[src/design/stereo_harmonic_exciter_top_defines.svh]
// ----------------------------------------------------------------------------
// Stereo harmonic exciter assertion macros
// Shorthand for clocked, reset-qualified concurrent checks.
// ----------------------------------------------------------------------------
`ifndef STEREO_HARMONIC_EXCITER_TOP_DEFINES_SVH
`define STEREO_HARMONIC_EXCITER_TOP_DEFINES_SVH

// The consequent must hold in the same cycle as the antecedent.
`define SHE_ASSERT_SAME(label, clk, rst_n, ante, cons) \
	label: assert property (@(posedge clk) disable iff (!rst_n) (ante) |-> (cons)) \
		else $error("exciter check failed");

// The consequent must hold in the cycle after the antecedent.
`define SHE_ASSERT_NEXT(label, clk, rst_n, ante, cons) \
	label: assert property (@(posedge clk) disable iff (!rst_n) (ante) |=> (cons)) \
		else $error("exciter check failed");

`endif

[src/design/she_pkg.sv]
// ----------------------------------------------------------------------------
// she_pkg
// Shared types, constants and the CORDIC angle table of the exciter.
// ----------------------------------------------------------------------------
package she_pkg;

	localparam int SAMPLE_BITS     = 24;
	localparam int SINE_ITERATIONS = 16;

	localparam int FIELD_W   = 24;
	localparam int COEF_W    = 24;
	localparam int OPND_W    = 33;
	localparam int PROD_W    = COEF_W + OPND_W;
	localparam int ACC_W     = 64;
	localparam int HIST_W    = 32;
	localparam int CFG_IDX_W = 3;
	localparam int ANGLE_STEPS = 24;
	localparam int ANGLE_IDX_W = 5;

	localparam logic [CFG_IDX_W-1:0] REG_FILTER_GAIN  = 3'd0;
	localparam logic [CFG_IDX_W-1:0] REG_FEEDBACK_ONE = 3'd1;
	localparam logic [CFG_IDX_W-1:0] REG_FEEDBACK_TWO = 3'd2;
	localparam logic [CFG_IDX_W-1:0] REG_ODD_GAIN     = 3'd3;
	localparam logic [CFG_IDX_W-1:0] REG_EVEN_GAIN    = 3'd4;
	localparam logic [CFG_IDX_W-1:0] REG_WET_LEVEL    = 3'd5;
	localparam logic [CFG_IDX_W-1:0] REG_DRY_LEVEL    = 3'd6;
	localparam logic [CFG_IDX_W-1:0] REG_STEREO       = 3'd7;

	localparam logic signed [COEF_W-1:0] RST_FILTER_GAIN  = 24'sd1464217;
	localparam logic signed [COEF_W-1:0] RST_FEEDBACK_ONE = 24'sd1607310;
	localparam logic signed [COEF_W-1:0] RST_FEEDBACK_TWO = -24'sd653209;
	localparam logic signed [COEF_W-1:0] RST_ODD_GAIN     = 24'sd1572864;

	// Angles in Q.29 radians.
	localparam logic [33:0] TWO_PI_Q29     = 34'd3373259426;
	localparam logic signed [34:0] PI_Q29      = 35'sd1686629713;
	localparam logic signed [34:0] HALF_PI_Q29 = 35'sd843314856;
	localparam logic signed [33:0] CORDIC_K_Q30 = 34'sd652032874;

	typedef struct packed {
		logic signed [COEF_W-1:0] filter_gain;
		logic signed [COEF_W-1:0] feedback_one;
		logic signed [COEF_W-1:0] feedback_two;
		logic signed [COEF_W-1:0] odd_gain;
		logic signed [COEF_W-1:0] even_gain;
		logic signed [COEF_W-1:0] wet_level;
		logic signed [COEF_W-1:0] dry_level;
		logic                     stereo_enable;
	} cfg_t;

	typedef struct packed {
		logic en;
		logic clear;
		logic shift;
	} mac_op_t;

	typedef struct packed {
		logic                     start;
		logic signed [HIST_W-1:0] angle;
	} sine_req_t;

	typedef struct packed {
		logic                     done;
		logic signed [HIST_W-1:0] value;
	} sine_rsp_t;

	function automatic logic [31:0] angle_step(input logic [ANGLE_IDX_W-1:0] idx);
		logic [31:0] v;
		unique case (idx)
			5'd0:  v = 32'd843314856;
			5'd1:  v = 32'd497837829;
			5'd2:  v = 32'd263043836;
			5'd3:  v = 32'd133525158;
			5'd4:  v = 32'd67021686;
			5'd5:  v = 32'd33543515;
			5'd6:  v = 32'd16775850;
			5'd7:  v = 32'd8388437;
			5'd8:  v = 32'd4194282;
			5'd9:  v = 32'd2097149;
			5'd10: v = 32'd1048575;
			5'd11: v = 32'd524287;
			5'd12: v = 32'd262143;
			5'd13: v = 32'd131071;
			5'd14: v = 32'd65535;
			5'd15: v = 32'd32767;
			5'd16: v = 32'd16383;
			5'd17: v = 32'd8191;
			5'd18: v = 32'd4095;
			5'd19: v = 32'd2047;
			5'd20: v = 32'd1023;
			5'd21: v = 32'd511;
			5'd22: v = 32'd255;
			5'd23: v = 32'd127;
			default: v = 32'd0;
		endcase
		return v;
	endfunction

endpackage

[src/design/she_in_if.sv]
// ----------------------------------------------------------------------------
// she_in_if
// Input channel: one stereo sample pair per transfer.
// ----------------------------------------------------------------------------
interface she_in_if;
	logic valid;
	logic ready;
	logic signed [she_pkg::FIELD_W-1:0] left_in;
	logic signed [she_pkg::FIELD_W-1:0] right_in;

	modport source (output valid, output left_in, output right_in, input ready);
	modport sink (input valid, input left_in, input right_in, output ready);
endinterface

[src/design/she_out_if.sv]
// ----------------------------------------------------------------------------
// she_out_if
// Output channel: one processed sample pair and clip flag per transfer.
// ----------------------------------------------------------------------------
interface she_out_if;
	logic valid;
	logic ready;
	logic signed [she_pkg::FIELD_W-1:0] left_out;
	logic signed [she_pkg::FIELD_W-1:0] right_out;
	logic clipped;

	modport source (output valid, output left_out, output right_out, output clipped,
		input ready);
	modport sink (input valid, input left_out, input right_out, input clipped,
		output ready);
endinterface

[src/design/stereo_harmonic_exciter_top.sv]
// ----------------------------------------------------------------------------
// stereo_harmonic_exciter_top
// Stereo highpass exciter with sine and rectified harmonics and wet/dry mix.
// ----------------------------------------------------------------------------
// The block works on one sample pair at a time, channel by channel, and the
// second channel is processed only in stereo. Its pace is set by the single
// shared 24 x 33 bit multiplier, which serves eight products per channel, and
// by the iterative sine unit (six reduction steps, one fold step,
// SINE_ITERATIONS CORDIC steps and a registered completion flag). The input is
// ready only while the sequencer is idle; a finished pair waits in the output
// register while the next pair is taken in, and the sequencer holds its next
// result until that register is free.
module stereo_harmonic_exciter_top #(
	parameter int SAMPLE_BITS     = she_pkg::SAMPLE_BITS,
	parameter int SINE_ITERATIONS = she_pkg::SINE_ITERATIONS
) (
	input  logic                          clk,
	input  logic                          arst_n,
	she_in_if.sink                        samples,
	she_out_if.source                     results,
	input  logic                          cfg_we,
	input  logic [she_pkg::CFG_IDX_W-1:0] cfg_index,
	input  logic [she_pkg::COEF_W-1:0]    cfg_data
);

`include "stereo_harmonic_exciter_top_defines.svh"

	localparam logic [3:0] ST_IDLE  = 4'd0;
	localparam logic [3:0] ST_F0    = 4'd1;
	localparam logic [3:0] ST_F1    = 4'd2;
	localparam logic [3:0] ST_F2    = 4'd3;
	localparam logic [3:0] ST_Y     = 4'd4;
	localparam logic [3:0] ST_EVEN  = 4'd5;
	localparam logic [3:0] ST_EVR   = 4'd6;
	localparam logic [3:0] ST_SWAIT = 4'd7;
	localparam logic [3:0] ST_ODD   = 4'd8;
	localparam logic [3:0] ST_ODR   = 4'd9;
	localparam logic [3:0] ST_O0    = 4'd10;
	localparam logic [3:0] ST_O1    = 4'd11;
	localparam logic [3:0] ST_O2    = 4'd12;
	localparam logic [3:0] ST_OUT   = 4'd13;
	localparam logic [3:0] ST_DONE  = 4'd14;

	localparam int FW = she_pkg::FIELD_W;
	localparam int HW = she_pkg::HIST_W;
	localparam int AW = she_pkg::ACC_W;
	localparam int OW = she_pkg::OPND_W;
	localparam int RW = AW - 20;

	localparam logic signed [AW-1:0] HALF_20 = AW'(64'sd1 <<< 19);
	localparam logic signed [AW-1:0] HALF_27 = AW'(64'sd1 <<< 26);
	localparam logic signed [RW-1:0] Y_HI    = RW'((64'sd1 <<< (HW - 1)) - 64'sd1);
	localparam logic signed [RW-1:0] Y_LO    = RW'(-(64'sd1 <<< (HW - 1)));
	localparam logic signed [RW-1:0] SAT_HI  = RW'((64'sd1 <<< (SAMPLE_BITS - 1)) - 64'sd1);
	localparam logic signed [RW-1:0] SAT_LO  = RW'(-(64'sd1 <<< (SAMPLE_BITS - 1)));

	she_pkg::cfg_t      cfg;
	she_pkg::mac_op_t   mac_op;
	she_pkg::sine_req_t sine_req;
	she_pkg::sine_rsp_t sine_rsp;

	logic [3:0]                 state_q;
	logic                       ch_q;
	logic signed [FW-1:0]       x_q   [2];
	logic signed [FW-1:0]       ih0_q [2];
	logic signed [FW-1:0]       ih1_q [2];
	logic signed [HW-1:0]       oh0_q [2];
	logic signed [HW-1:0]       oh1_q [2];
	logic signed [HW-1:0]       y_q;
	logic signed [HW-1:0]       s_q;
	logic signed [36:0]         p_q;
	logic signed [FW-1:0]       res_q [2];
	logic                       clip_q;
	logic                       out_valid_q;
	logic signed [FW-1:0]       left_out_q;
	logic signed [FW-1:0]       right_out_q;
	logic                       clipped_q;

	logic signed [AW-1:0]       acc;
	logic signed [she_pkg::COEF_W-1:0] coef;
	logic signed [OW-1:0]       opnd;
	logic signed [FW-1:0]       x_cur;
	logic signed [26:0]         hp_in;
	logic signed [HW-1:0]       e_cur;
	logic signed [RW-1:0]       rnd20;
	logic signed [36:0]         rnd27;
	logic signed [HW-1:0]       y_sat;
	logic signed [RW-1:0]       o_sat;
	logic                       o_clip;
	logic                       out_free;

	she_regs u_regs (
		.clk    (clk),
		.arst_n (arst_n),
		.we     (cfg_we),
		.index  (cfg_index),
		.data   (cfg_data),
		.cfg    (cfg)
	);

	she_mac u_mac (
		.clk  (clk),
		.op   (mac_op),
		.coef (coef),
		.opnd (opnd),
		.acc  (acc)
	);

	she_sine #(
		.SINE_ITERATIONS (SINE_ITERATIONS)
	) u_sine (
		.clk    (clk),
		.arst_n (arst_n),
		.req    (sine_req),
		.rsp    (sine_rsp)
	);

	always_comb begin
		x_cur = x_q[ch_q];
		hp_in = 27'(x_cur) - (27'(ih0_q[ch_q]) <<< 1) + 27'(ih1_q[ch_q]);
		e_cur = (y_q > 0) ? y_q : '0;
		rnd20 = RW'((acc + HALF_20) >>> 20);
		rnd27 = 37'((acc + HALF_27) >>> 27);
		if (rnd20 > Y_HI) begin
			y_sat = HW'(Y_HI);
		end else if (rnd20 < Y_LO) begin
			y_sat = HW'(Y_LO);
		end else begin
			y_sat = HW'(rnd20);
		end
		o_clip = 1'b0;
		if (rnd20 > SAT_HI) begin
			o_sat  = SAT_HI;
			o_clip = 1'b1;
		end else if (rnd20 < SAT_LO) begin
			o_sat  = SAT_LO;
			o_clip = 1'b1;
		end else begin
			o_sat = rnd20;
		end
		out_free = !out_valid_q || results.ready;
	end

	// Operand selection for the shared multiplier.
	always_comb begin
		mac_op = '0;
		coef   = cfg.wet_level;
		opnd   = '0;
		unique case (state_q)
			ST_F0: begin
				mac_op = '{en: 1'b1, clear: 1'b1, shift: 1'b0};
				coef   = cfg.feedback_one;
				opnd   = OW'(oh0_q[ch_q]);
			end
			ST_F1: begin
				mac_op = '{en: 1'b1, clear: 1'b0, shift: 1'b0};
				coef   = cfg.feedback_two;
				opnd   = OW'(oh1_q[ch_q]);
			end
			ST_F2: begin
				mac_op = '{en: 1'b1, clear: 1'b0, shift: 1'b0};
				coef   = cfg.filter_gain;
				opnd   = OW'(hp_in);
			end
			ST_EVEN: begin
				mac_op = '{en: 1'b1, clear: 1'b1, shift: 1'b0};
				coef   = cfg.even_gain;
				opnd   = OW'(e_cur);
			end
			ST_ODD: begin
				mac_op = '{en: 1'b1, clear: 1'b1, shift: 1'b0};
				coef   = cfg.odd_gain;
				opnd   = OW'(s_q);
			end
			ST_O0: begin
				mac_op = '{en: 1'b1, clear: 1'b1, shift: 1'b0};
				coef   = cfg.dry_level;
				opnd   = OW'(x_cur);
			end
			ST_O1: begin
				// Low partial product of the wide processed value, taken unsigned.
				mac_op = '{en: 1'b1, clear: 1'b0, shift: 1'b0};
				coef   = cfg.wet_level;
				opnd   = $signed({15'b0, p_q[17:0]});
			end
			ST_O2: begin
				mac_op = '{en: 1'b1, clear: 1'b0, shift: 1'b1};
				coef   = cfg.wet_level;
				opnd   = OW'(p_q >>> 18);
			end
			default: ;
		endcase
	end

	assign sine_req.start = (state_q == ST_EVEN);
	assign sine_req.angle = y_q;

	always_ff @(posedge clk or negedge arst_n) begin
		if (!arst_n) begin
			state_q     <= ST_IDLE;
			ch_q        <= 1'b0;
			out_valid_q <= 1'b0;
			for (int c = 0; c < 2; c++) begin
				ih0_q[c] <= '0;
				ih1_q[c] <= '0;
				oh0_q[c] <= '0;
				oh1_q[c] <= '0;
			end
		end else begin
			if (out_valid_q && results.ready) begin
				out_valid_q <= 1'b0;
			end
			unique case (state_q)
				ST_IDLE: begin
					if (samples.valid) begin
						ch_q    <= 1'b0;
						state_q <= ST_F0;
					end
				end
				ST_F0:  state_q <= ST_F1;
				ST_F1:  state_q <= ST_F2;
				ST_F2:  state_q <= ST_Y;
				ST_Y:   state_q <= ST_EVEN;
				ST_EVEN: state_q <= ST_EVR;
				ST_EVR: state_q <= ST_SWAIT;
				ST_SWAIT: begin
					if (sine_rsp.done) begin
						state_q <= ST_ODD;
					end
				end
				ST_ODD: state_q <= ST_ODR;
				ST_ODR: state_q <= ST_O0;
				ST_O0:  state_q <= ST_O1;
				ST_O1:  state_q <= ST_O2;
				ST_O2:  state_q <= ST_OUT;
				ST_OUT: begin
					ih1_q[ch_q] <= ih0_q[ch_q];
					ih0_q[ch_q] <= x_cur;
					oh1_q[ch_q] <= oh0_q[ch_q];
					oh0_q[ch_q] <= y_q;
					if (!ch_q && cfg.stereo_enable) begin
						ch_q    <= 1'b1;
						state_q <= ST_F0;
					end else begin
						state_q <= ST_DONE;
					end
				end
				ST_DONE: begin
					if (out_free) begin
						out_valid_q <= 1'b1;
						state_q     <= ST_IDLE;
					end
				end
				default: state_q <= ST_IDLE;
			endcase
		end
	end

	always_ff @(posedge clk) begin
		unique case (state_q)
			ST_IDLE: begin
				x_q[0]   <= samples.left_in;
				x_q[1]   <= samples.right_in;
				res_q[1] <= '0;
				clip_q   <= 1'b0;
			end
			ST_Y:     y_q <= y_sat;
			ST_EVR:   p_q <= 37'(x_cur) + 37'(rnd20);
			ST_SWAIT: s_q <= sine_rsp.value;
			ST_ODR:   p_q <= p_q + rnd27;
			ST_OUT: begin
				res_q[ch_q] <= o_sat[FW-1:0];
				clip_q      <= clip_q | o_clip;
			end
			ST_DONE: begin
				if (out_free) begin
					left_out_q  <= res_q[0];
					right_out_q <= res_q[1];
					clipped_q   <= clip_q;
				end
			end
			default: ;
		endcase
	end

	assign samples.ready     = (state_q == ST_IDLE);
	assign results.valid     = out_valid_q;
	assign results.left_out  = left_out_q;
	assign results.right_out = right_out_q;
	assign results.clipped   = clipped_q;

	`SHE_ASSERT_NEXT(a_accept_starts, clk, arst_n, samples.valid && samples.ready, state_q == ST_F0)
	`SHE_ASSERT_SAME(a_busy_not_ready, clk, arst_n, state_q != ST_IDLE, !samples.ready)
	`SHE_ASSERT_SAME(a_result_drop_taken, clk, arst_n, $fell(out_valid_q), $past(results.ready))

endmodule

[src/design/she_regs.sv]
// ----------------------------------------------------------------------------
// she_regs
// Configuration register file with a plain write port.
// ----------------------------------------------------------------------------
module she_regs (
	input  logic                              clk,
	input  logic                              arst_n,
	input  logic                              we,
	input  logic [she_pkg::CFG_IDX_W-1:0]     index,
	input  logic [she_pkg::COEF_W-1:0]        data,
	output she_pkg::cfg_t                     cfg
);

	she_pkg::cfg_t cfg_q;

	always_ff @(posedge clk or negedge arst_n) begin
		if (!arst_n) begin
			cfg_q.filter_gain   <= she_pkg::RST_FILTER_GAIN;
			cfg_q.feedback_one  <= she_pkg::RST_FEEDBACK_ONE;
			cfg_q.feedback_two  <= she_pkg::RST_FEEDBACK_TWO;
			cfg_q.odd_gain      <= she_pkg::RST_ODD_GAIN;
			cfg_q.even_gain     <= '0;
			cfg_q.wet_level     <= '0;
			cfg_q.dry_level     <= '0;
			cfg_q.stereo_enable <= 1'b0;
		end else if (we) begin
			unique case (index)
				she_pkg::REG_FILTER_GAIN:  cfg_q.filter_gain  <= data;
				she_pkg::REG_FEEDBACK_ONE: cfg_q.feedback_one <= data;
				she_pkg::REG_FEEDBACK_TWO: cfg_q.feedback_two <= data;
				she_pkg::REG_ODD_GAIN:     cfg_q.odd_gain     <= data;
				she_pkg::REG_EVEN_GAIN:    cfg_q.even_gain    <= data;
				she_pkg::REG_WET_LEVEL:    cfg_q.wet_level    <= data;
				she_pkg::REG_DRY_LEVEL:    cfg_q.dry_level    <= data;
				she_pkg::REG_STEREO:       cfg_q.stereo_enable <= data[0];
				default: ;
			endcase
		end
	end

	assign cfg = cfg_q;

endmodule

[src/design/she_mac.sv]
// ----------------------------------------------------------------------------
// she_mac
// Shared multiply-accumulate unit: coefficient times operand into a wide sum.
// ----------------------------------------------------------------------------
module she_mac (
	input  logic                                clk,
	input  she_pkg::mac_op_t                    op,
	input  logic signed [she_pkg::COEF_W-1:0]   coef,
	input  logic signed [she_pkg::OPND_W-1:0]   opnd,
	output logic signed [she_pkg::ACC_W-1:0]    acc
);

	logic signed [she_pkg::PROD_W-1:0] prod;
	logic signed [she_pkg::ACC_W-1:0]  prod_ext;
	logic signed [she_pkg::ACC_W-1:0]  addend;
	logic signed [she_pkg::ACC_W-1:0]  acc_q;

	assign prod     = coef * opnd;
	assign prod_ext = she_pkg::ACC_W'(prod);
	// The shifted form carries the upper partial product of a wide operand.
	assign addend   = op.shift ? (prod_ext <<< 18) : prod_ext;

	always_ff @(posedge clk) begin
		if (op.en) begin
			acc_q <= (op.clear ? '0 : acc_q) + addend;
		end
	end

	assign acc = acc_q;

endmodule

[src/design/she_sine.sv]
// ----------------------------------------------------------------------------
// she_sine
// Iterative sine: modulo-2pi reduction by shift-subtract, fold, then CORDIC.
// ----------------------------------------------------------------------------
module she_sine #(
	parameter int SINE_ITERATIONS = she_pkg::SINE_ITERATIONS
) (
	input  logic                 clk,
	input  logic                 arst_n,
	input  she_pkg::sine_req_t   req,
	output she_pkg::sine_rsp_t   rsp
);

	localparam int IW = (SINE_ITERATIONS > 1) ? $clog2(SINE_ITERATIONS) : 1;
	localparam logic [IW-1:0] LAST_ITER = IW'(SINE_ITERATIONS - 1);

	localparam logic [1:0] S_IDLE = 2'd0;
	localparam logic [1:0] S_MOD  = 2'd1;
	localparam logic [1:0] S_FIX  = 2'd2;
	localparam logic [1:0] S_ROT  = 2'd3;

	logic [1:0]         st_q;
	logic               neg_q;
	logic [37:0]        a_q;
	logic [2:0]         k_q;
	logic signed [34:0] z_q;
	logic signed [33:0] cx_q;
	logic signed [33:0] cy_q;
	logic [IW-1:0]      i_q;
	logic               done_q;

	logic signed [37:0] v_in;
	logic [37:0]        csh;
	logic [33:0]        m_raw;
	logic [33:0]        m_pos;
	logic signed [34:0] r0;
	logic signed [34:0] r1;
	logic signed [34:0] r2;
	logic signed [33:0] dx;
	logic signed [33:0] dy;
	logic signed [34:0] step;

	always_comb begin
		v_in  = {req.angle, 6'b0};
		csh   = {4'b0, she_pkg::TWO_PI_Q29} << k_q;
		m_raw = a_q[33:0];
		// A negative angle reduces to the complement, except on an exact multiple.
		m_pos = (neg_q && (m_raw != '0)) ? (she_pkg::TWO_PI_Q29 - m_raw) : m_raw;
		r0    = $signed({1'b0, m_pos});
		r1    = (r0 >= she_pkg::PI_Q29) ? (r0 - $signed({1'b0, she_pkg::TWO_PI_Q29})) : r0;
		if (r1 > she_pkg::HALF_PI_Q29) begin
			r2 = she_pkg::PI_Q29 - r1;
		end else if (r1 < -she_pkg::HALF_PI_Q29) begin
			r2 = -she_pkg::PI_Q29 - r1;
		end else begin
			r2 = r1;
		end
		dx   = cy_q >>> i_q;
		dy   = cx_q >>> i_q;
		step = $signed({3'b0, she_pkg::angle_step(she_pkg::ANGLE_IDX_W'(i_q))});
	end

	always_ff @(posedge clk or negedge arst_n) begin
		if (!arst_n) begin
			st_q   <= S_IDLE;
			done_q <= 1'b0;
		end else begin
			done_q <= 1'b0;
			unique case (st_q)
				S_IDLE: begin
					if (req.start) begin
						st_q <= S_MOD;
					end
				end
				S_MOD: begin
					if (k_q == 3'd0) begin
						st_q <= S_FIX;
					end
				end
				S_FIX: st_q <= S_ROT;
				S_ROT: begin
					if (i_q == LAST_ITER) begin
						st_q   <= S_IDLE;
						done_q <= 1'b1;
					end
				end
				default: st_q <= S_IDLE;
			endcase
		end
	end

	always_ff @(posedge clk) begin
		unique case (st_q)
			S_IDLE: begin
				neg_q <= v_in[37];
				a_q   <= v_in[37] ? (38'd0 - v_in) : v_in;
				k_q   <= 3'd5;
			end
			S_MOD: begin
				if (a_q >= csh) begin
					a_q <= a_q - csh;
				end
				k_q <= k_q - 3'd1;
			end
			S_FIX: begin
				z_q  <= r2 <<< 1;
				cx_q <= she_pkg::CORDIC_K_Q30;
				cy_q <= '0;
				i_q  <= '0;
			end
			S_ROT: begin
				if (z_q >= 0) begin
					cx_q <= cx_q - dx;
					cy_q <= cy_q + dy;
					z_q  <= z_q - step;
				end else begin
					cx_q <= cx_q + dx;
					cy_q <= cy_q - dy;
					z_q  <= z_q + step;
				end
				i_q <= i_q + IW'(1);
			end
			default: ;
		endcase
	end

	assign rsp.done  = done_q;
	assign rsp.value = cy_q[31:0];

endmodule
[src/flat_wrapper.sv]
// flat-port wrapper written by rule: the top's interface ports become plain ports
module stereo_harmonic_exciter_top_flat 
#(
	parameter int SAMPLE_BITS     = she_pkg::SAMPLE_BITS,
	parameter int SINE_ITERATIONS = she_pkg::SINE_ITERATIONS
)
  (clk, arst_n, cfg_we, cfg_index, cfg_data, samples_valid, samples_left_in, samples_right_in, samples_ready, results_valid, results_left_out, results_right_out, results_clipped, results_ready);
  she_in_if samples_i ();
  she_out_if results_i ();
  input  logic clk;
  input  logic arst_n;
  input  logic cfg_we;
  input  logic [she_pkg::CFG_IDX_W-1:0] cfg_index;
  input  logic [she_pkg::COEF_W-1:0] cfg_data;
  input wire logic [$bits(samples_i.valid)-1:0] samples_valid;
  input wire logic [$bits(samples_i.left_in)-1:0] samples_left_in;
  input wire logic [$bits(samples_i.right_in)-1:0] samples_right_in;
  output wire logic [$bits(samples_i.ready)-1:0] samples_ready;
  output wire logic [$bits(results_i.valid)-1:0] results_valid;
  output wire logic [$bits(results_i.left_out)-1:0] results_left_out;
  output wire logic [$bits(results_i.right_out)-1:0] results_right_out;
  output wire logic [$bits(results_i.clipped)-1:0] results_clipped;
  input wire logic [$bits(results_i.ready)-1:0] results_ready;
  assign samples_i.valid = samples_valid;
  assign samples_i.left_in = samples_left_in;
  assign samples_i.right_in = samples_right_in;
  assign samples_ready = samples_i.ready;
  assign results_valid = results_i.valid;
  assign results_left_out = results_i.left_out;
  assign results_right_out = results_i.right_out;
  assign results_clipped = results_i.clipped;
  assign results_i.ready = results_ready;
  stereo_harmonic_exciter_top #(.SAMPLE_BITS(SAMPLE_BITS), .SINE_ITERATIONS(SINE_ITERATIONS)) u_core (.clk(clk), .arst_n(arst_n), .samples(samples_i), .results(results_i), .cfg_we(cfg_we), .cfg_index(cfg_index), .cfg_data(cfg_data));
endmodule
[config.mk]
export PLATFORM = sky130hd
export DESIGN_NAME = stereo_harmonic_exciter_top_flat
export DESIGN_NICKNAME = d
export VERILOG_FILES = /design/src/design/she_pkg.sv /design/src/design/she_in_if.sv /design/src/design/she_out_if.sv /design/src/design/stereo_harmonic_exciter_top.sv /design/src/design/she_regs.sv /design/src/design/she_mac.sv /design/src/design/she_sine.sv /design/src/flat_wrapper.sv
export VERILOG_INCLUDE_DIRS = /design/src /design/src/design
export SDC_FILE = /design/constraint.sdc
export NUM_CORES = 2
export LEC_CHECK = 0
export BUFFER_PORTS_ARGS = -buffer_cell sky130_fd_sc_hd__buf_2
export CAP_MARGIN = 20
export CORE_ASPECT_RATIO = 1.2
export CORE_MARGIN = 2
export CORE_UTILIZATION = 45
export CTS_CLUSTER_DIAMETER = 150
export DETAILED_ROUTE_END_ITERATION = 10
export SYNTH_ARGS = -nofsm -noshare
export SYNTH_HDL_FRONTEND = slang
export SYNTH_SLANG_ARGS = --single-unit
[constraint.sdc]
create_clock -name clk -period 17.2 [get_ports clk]
set_input_delay 0.86 -clock clk [delete_from_list [all_inputs] [get_ports clk]]
set_output_delay 0.86 -clock clk [all_outputs]
set_load 0.05 [all_outputs]
==> run_results.csv <==
group,metric,value,unit
floorplan,die_h,495,microns
cells_and_area,syn_to_final_growth,8.09,%
logic_synthesis,synth.distinct_cells,114,
detailed_routing,wirelength,290000,microns
logic_synthesis,synth-xor-area-share,0.0523,
logic_synthesis,avgSynthCellArea,9.51,sq um
timing,period_minus_slack,15.88,ns
logic_synthesis,muxShareOfSynthArea,0.0906,
floorplan,core-area,200000,sq um
logic_synthesis,synth_top_area_share,0.182,
place,gp_congestion,0.987,
logic_synthesis,ys_warn_count,0,
logic_synthesis,synthCells,9489,
clock_network,post_cts_buffers,0,
setup_path,criticalPathCategory,"reg -> reg",
clock_network,cts.sinks,890,
logic_synthesis,synth_compound_area_frac,0.123,
setup_path,cp-end-kind,"flip-flop",
run,cap_violations,0,
logic_synthesis,synth-simple-area-share,0.147,
cells_and_area,stdcell_count,12200,
status,status,"finished clean",
logic_synthesis,syn-cell-area,90200,sq um
power,p_leak,43.6,nW
logic_synthesis,synth-main-ff-cell,"edfxtp_1",
setup_path,crit_slowest_cell,"dfrtp_4",
power,power.density,57.2,nW/um^2
floorplan,die_area,204000,sq um
global_routing,grt_overflow_total,0,
timing,hold_viol_final,0,
global_routing,grt_pass1_vias,73900,
detailed_routing,drtIter0Drc,5033,
floorplan,rows,180,
clock_network,htree_levels,3,
setup_path,r2r_end,"u_core.u_mac.acc[63]",
logic_synthesis,synth.yosys.seq_area_share,0.271,
setup_path,reg2reg_slack,1.32,ns
place,dp_cells,12000,
detailed_routing,drc,0,
global_routing,grt_max_degree,111,
place,port-buffer-count,130,
logic_synthesis,yosys.area_share.adder,0.249,
cells_and_area,drive_gt1_frac,0.122,
clock_network,hold_buffers,0,
setup_path,critPathRequiredTime,17.69,ns
setup_path,cpPeakStageDelay,0.70,ns
detailed_routing,antenna_left,0,
clock_network,insertion_delay,0.77,ns
detailed_routing,routed_via_density,5.85,
clock_network,cts_buffers,98,
detailed_routing,via_count,71300,
timing,period_share,0.923,
floorplan,initial_core_util,0.452,
logic_synthesis,synth_edf_count,459,
clock_network,root_buffer,"clkbuf_16",
logic_synthesis,synthTopCellsByArea,"fa_1, edfxtp_1, dfrtp_1",
logic_synthesis,synth_seq_cells,890,
cells_and_area,nNetsFinal,10800,
detailed_routing,wl_per_cell,23.8,microns
timing,setup_viol_count_final,0,
timing,skew,0.0616,ns
logic_synthesis,synth_top_area_cell,"fa_1",
place,dp_hpwl,227000,microns
clock_network,clk_pin_slew,0.07,ns
global_routing,grt_util_all_layers,0.285,
logic_synthesis,synthArstFlopShare,0.452,
global_routing,grt_pass1_wl,444000,microns
timing,slew_violations,0,
timing,worstMarginPinSlew,1.15,ns
setup_path,regToRegStartpoint,"u_core.ch_q",
timing,rsz0062_at_grt,"false",
timing,slew_headroom,0.231,
setup_path,arrival,16.37,ns
global_routing,antenna_found_initial,12,
clock_network,clk_path_buf_depth,3,
power,vdd_drop_max,83.7,uV
setup_path,ff2ff_path_depth,58,
floorplan,die_w,413,microns
setup_path,cp-start-kind,"flip-flop",
timing,tns,0,ns
setup_path,crit_fanout,32,
setup_path,cpMostUsedCell,"fa_1",
hold_path,min_path_type,"in -> async",
timing,max_freq,63.0,MHz
logic_synthesis,synth_nets,10900,
clock_network,cts_tree,"yes",
floorplan,ioPinCount,131,
logic_synthesis,synth_top_family_by_area,"adder cells",
detailed_routing,first_pass_iters,6,
-- how the worst max path moves through the flow --
| stage | startpoint | endpoint | slack, ns | depth (start not counted) |
|---|---|---|---|---|
| after global placement | u_core.ch_q | u_core.u_mac.acc[63] | 1.31 | 56 |
| after global routing | u_core.ch_q | u_core.u_mac.acc[61] | 0.25 | 51 |
| after detailed placement | u_core.ch_q | u_core.u_mac.acc[63] | 1.06 | 58 |
| after floorplan | u_core.ch_q | u_core.u_mac.acc[63] | 1.88 | 66 |
| after CTS | u_core.ch_q | u_core.u_mac.acc[63] | 0.98 | 56 |
| final | u_core.ch_q | u_core.u_mac.acc[63] | 1.32 | 58 |
-- synthesized netlist by cell type, types with 49 or more instances --
library cell	count
nor3_1	141
xnor2_1	333
o21ai_0	386
a21o_1	140
or3_1	78
a31oi_1	52
o31ai_1	51
nor2b_1	130
nand4_1	66
mux2i_1	153
xor2_1	206
clkbuf_1	364
nand3_1	203
ha_1	482
mux2_2	476
and3_1	69
o21a_1	49
a21oi_1	396
a221oi_1	50
inv_1	1133
nand2_1	1065
nor2_1	616
edfxtp_1	459
fa_1	820
mux4_2	57
and2_1	167
dfrtp_1	367
a22oi_1	96
a211oi_1	57
nand2b_1	116
-- flip-flops by register name, summed over array words and instances (netlist names), 24 cells and up --
register            flops
u_core.u_regs.cfg     169
u_core.oh0_q           64
u_core.oh1_q           64
u_core.u_mac.acc       64
u_core.ih0_q           48
u_core.ih1_q           48
u_core.res_q           48
u_core.x_q             48
u_core.p_q             37
u_core.u_sine.a_q      37
u_core.u_sine.z_q      35
u_core.u_sine.cx_q     34
u_core.u_sine.cy_q     34
u_core.s_q             32
u_core.y_q             32
u_core.u_sine.step     29
results_left_out       24
results_right_out      24
-- cells in the final DEF, fill, tap and decap left out, types with 143 or more instances in the layout --
master	instances
dfrtp_1	366
nand3_1	202
xnor2_1	333
inv_1	1130
fa_1	820
nor2_1	610
mux2_2	476
nand2_1	1064
xor2_1	206
ha_1	481
buf_4	156
o21ai_0	384
edfxtp_1	459
mux2i_1	143
a21oi_1	394
and2_1	167
-- stage by stage --
step	hold slack, ns	util	total power, mW	setup WS, ns	instance area (sq um)
final	0.172	0.488	5.58	1.32	97500
after detailed placement	0.405	0.470	3.29	1.06	93900
after global routing	0.216	0.488	5.78	0.252	97500
after CTS	0.156	0.488	5.62	0.984	97500
after global placement	0.402	0.470	3.28	1.31	93900
after floorplan	0.400	-	2.98	1.88	90200
-- routing by layer --
| layer | vias up | GRT usage | routed length, microns |
|---|---|---|---|
| met3 | 727 | 0.0354 | 16500 |
| li1 | 32300 | - | - |
| met2 | 2410 | 0.492 | 143000 |
| met4 | 6 | 0.177 | 21000 |
| met5 | - | 0 | 45 |
| met1 | 35800 | 0.337 | 110000 |
-- critical path: cells and delay by family, from the launching register on --
kind / cells / cell delay, ns
XOR/XNOR: 3 / 0.59
multiplexers: 1 / 0.19
AO/OA/AOI/OAI: 23 / 5.82
flip-flops: 1 / 0.70
AND/OR/NAND/NOR: 12 / 2.05
buffers and inverters: 8 / 1.22
adder cells (fa/ha/maj): 11 / 5.01
-- layout make-up --
cell class              count  area, sq um
flip-flops and latches    890        24500
well taps                2639         3300
repair buffers            287         1860
multi-input cells        7030        60100
diodes                      6         15.0
clock inverters            63          848
inverters                1137         4270
fillers                 18600       102000
clock buffers             123         2690
-- timing repair --
item	CTS	global route
resized for setup	0	2
endpoints found under the setup margin	0	2
endpoints found under the hold margin	0	0
-- kinds of logic (layout without fill, tap and decap cells) --
kind of cell,Yosys count,count (layout)
adders and majority gates,1302,1302
DFF,890,890
xor gates and xnor gates,539,539
other,0,6
buffers and inverters,1569,1610
muxes,686,686
AOI/OAI and AO/OA,1675,1675
and+or+nand+nor,2828,2828
-- where the power goes --
group	leakage [nW]	internal [mW]	switching [mW]
clock	1.72	1.34	0.981
combinational	32.7	0.312	0.557
sequential	9.19	2.34	0.0479
total	43.6	3.99	1.59
Note: power is estimated with default switching activity, not from simulation.
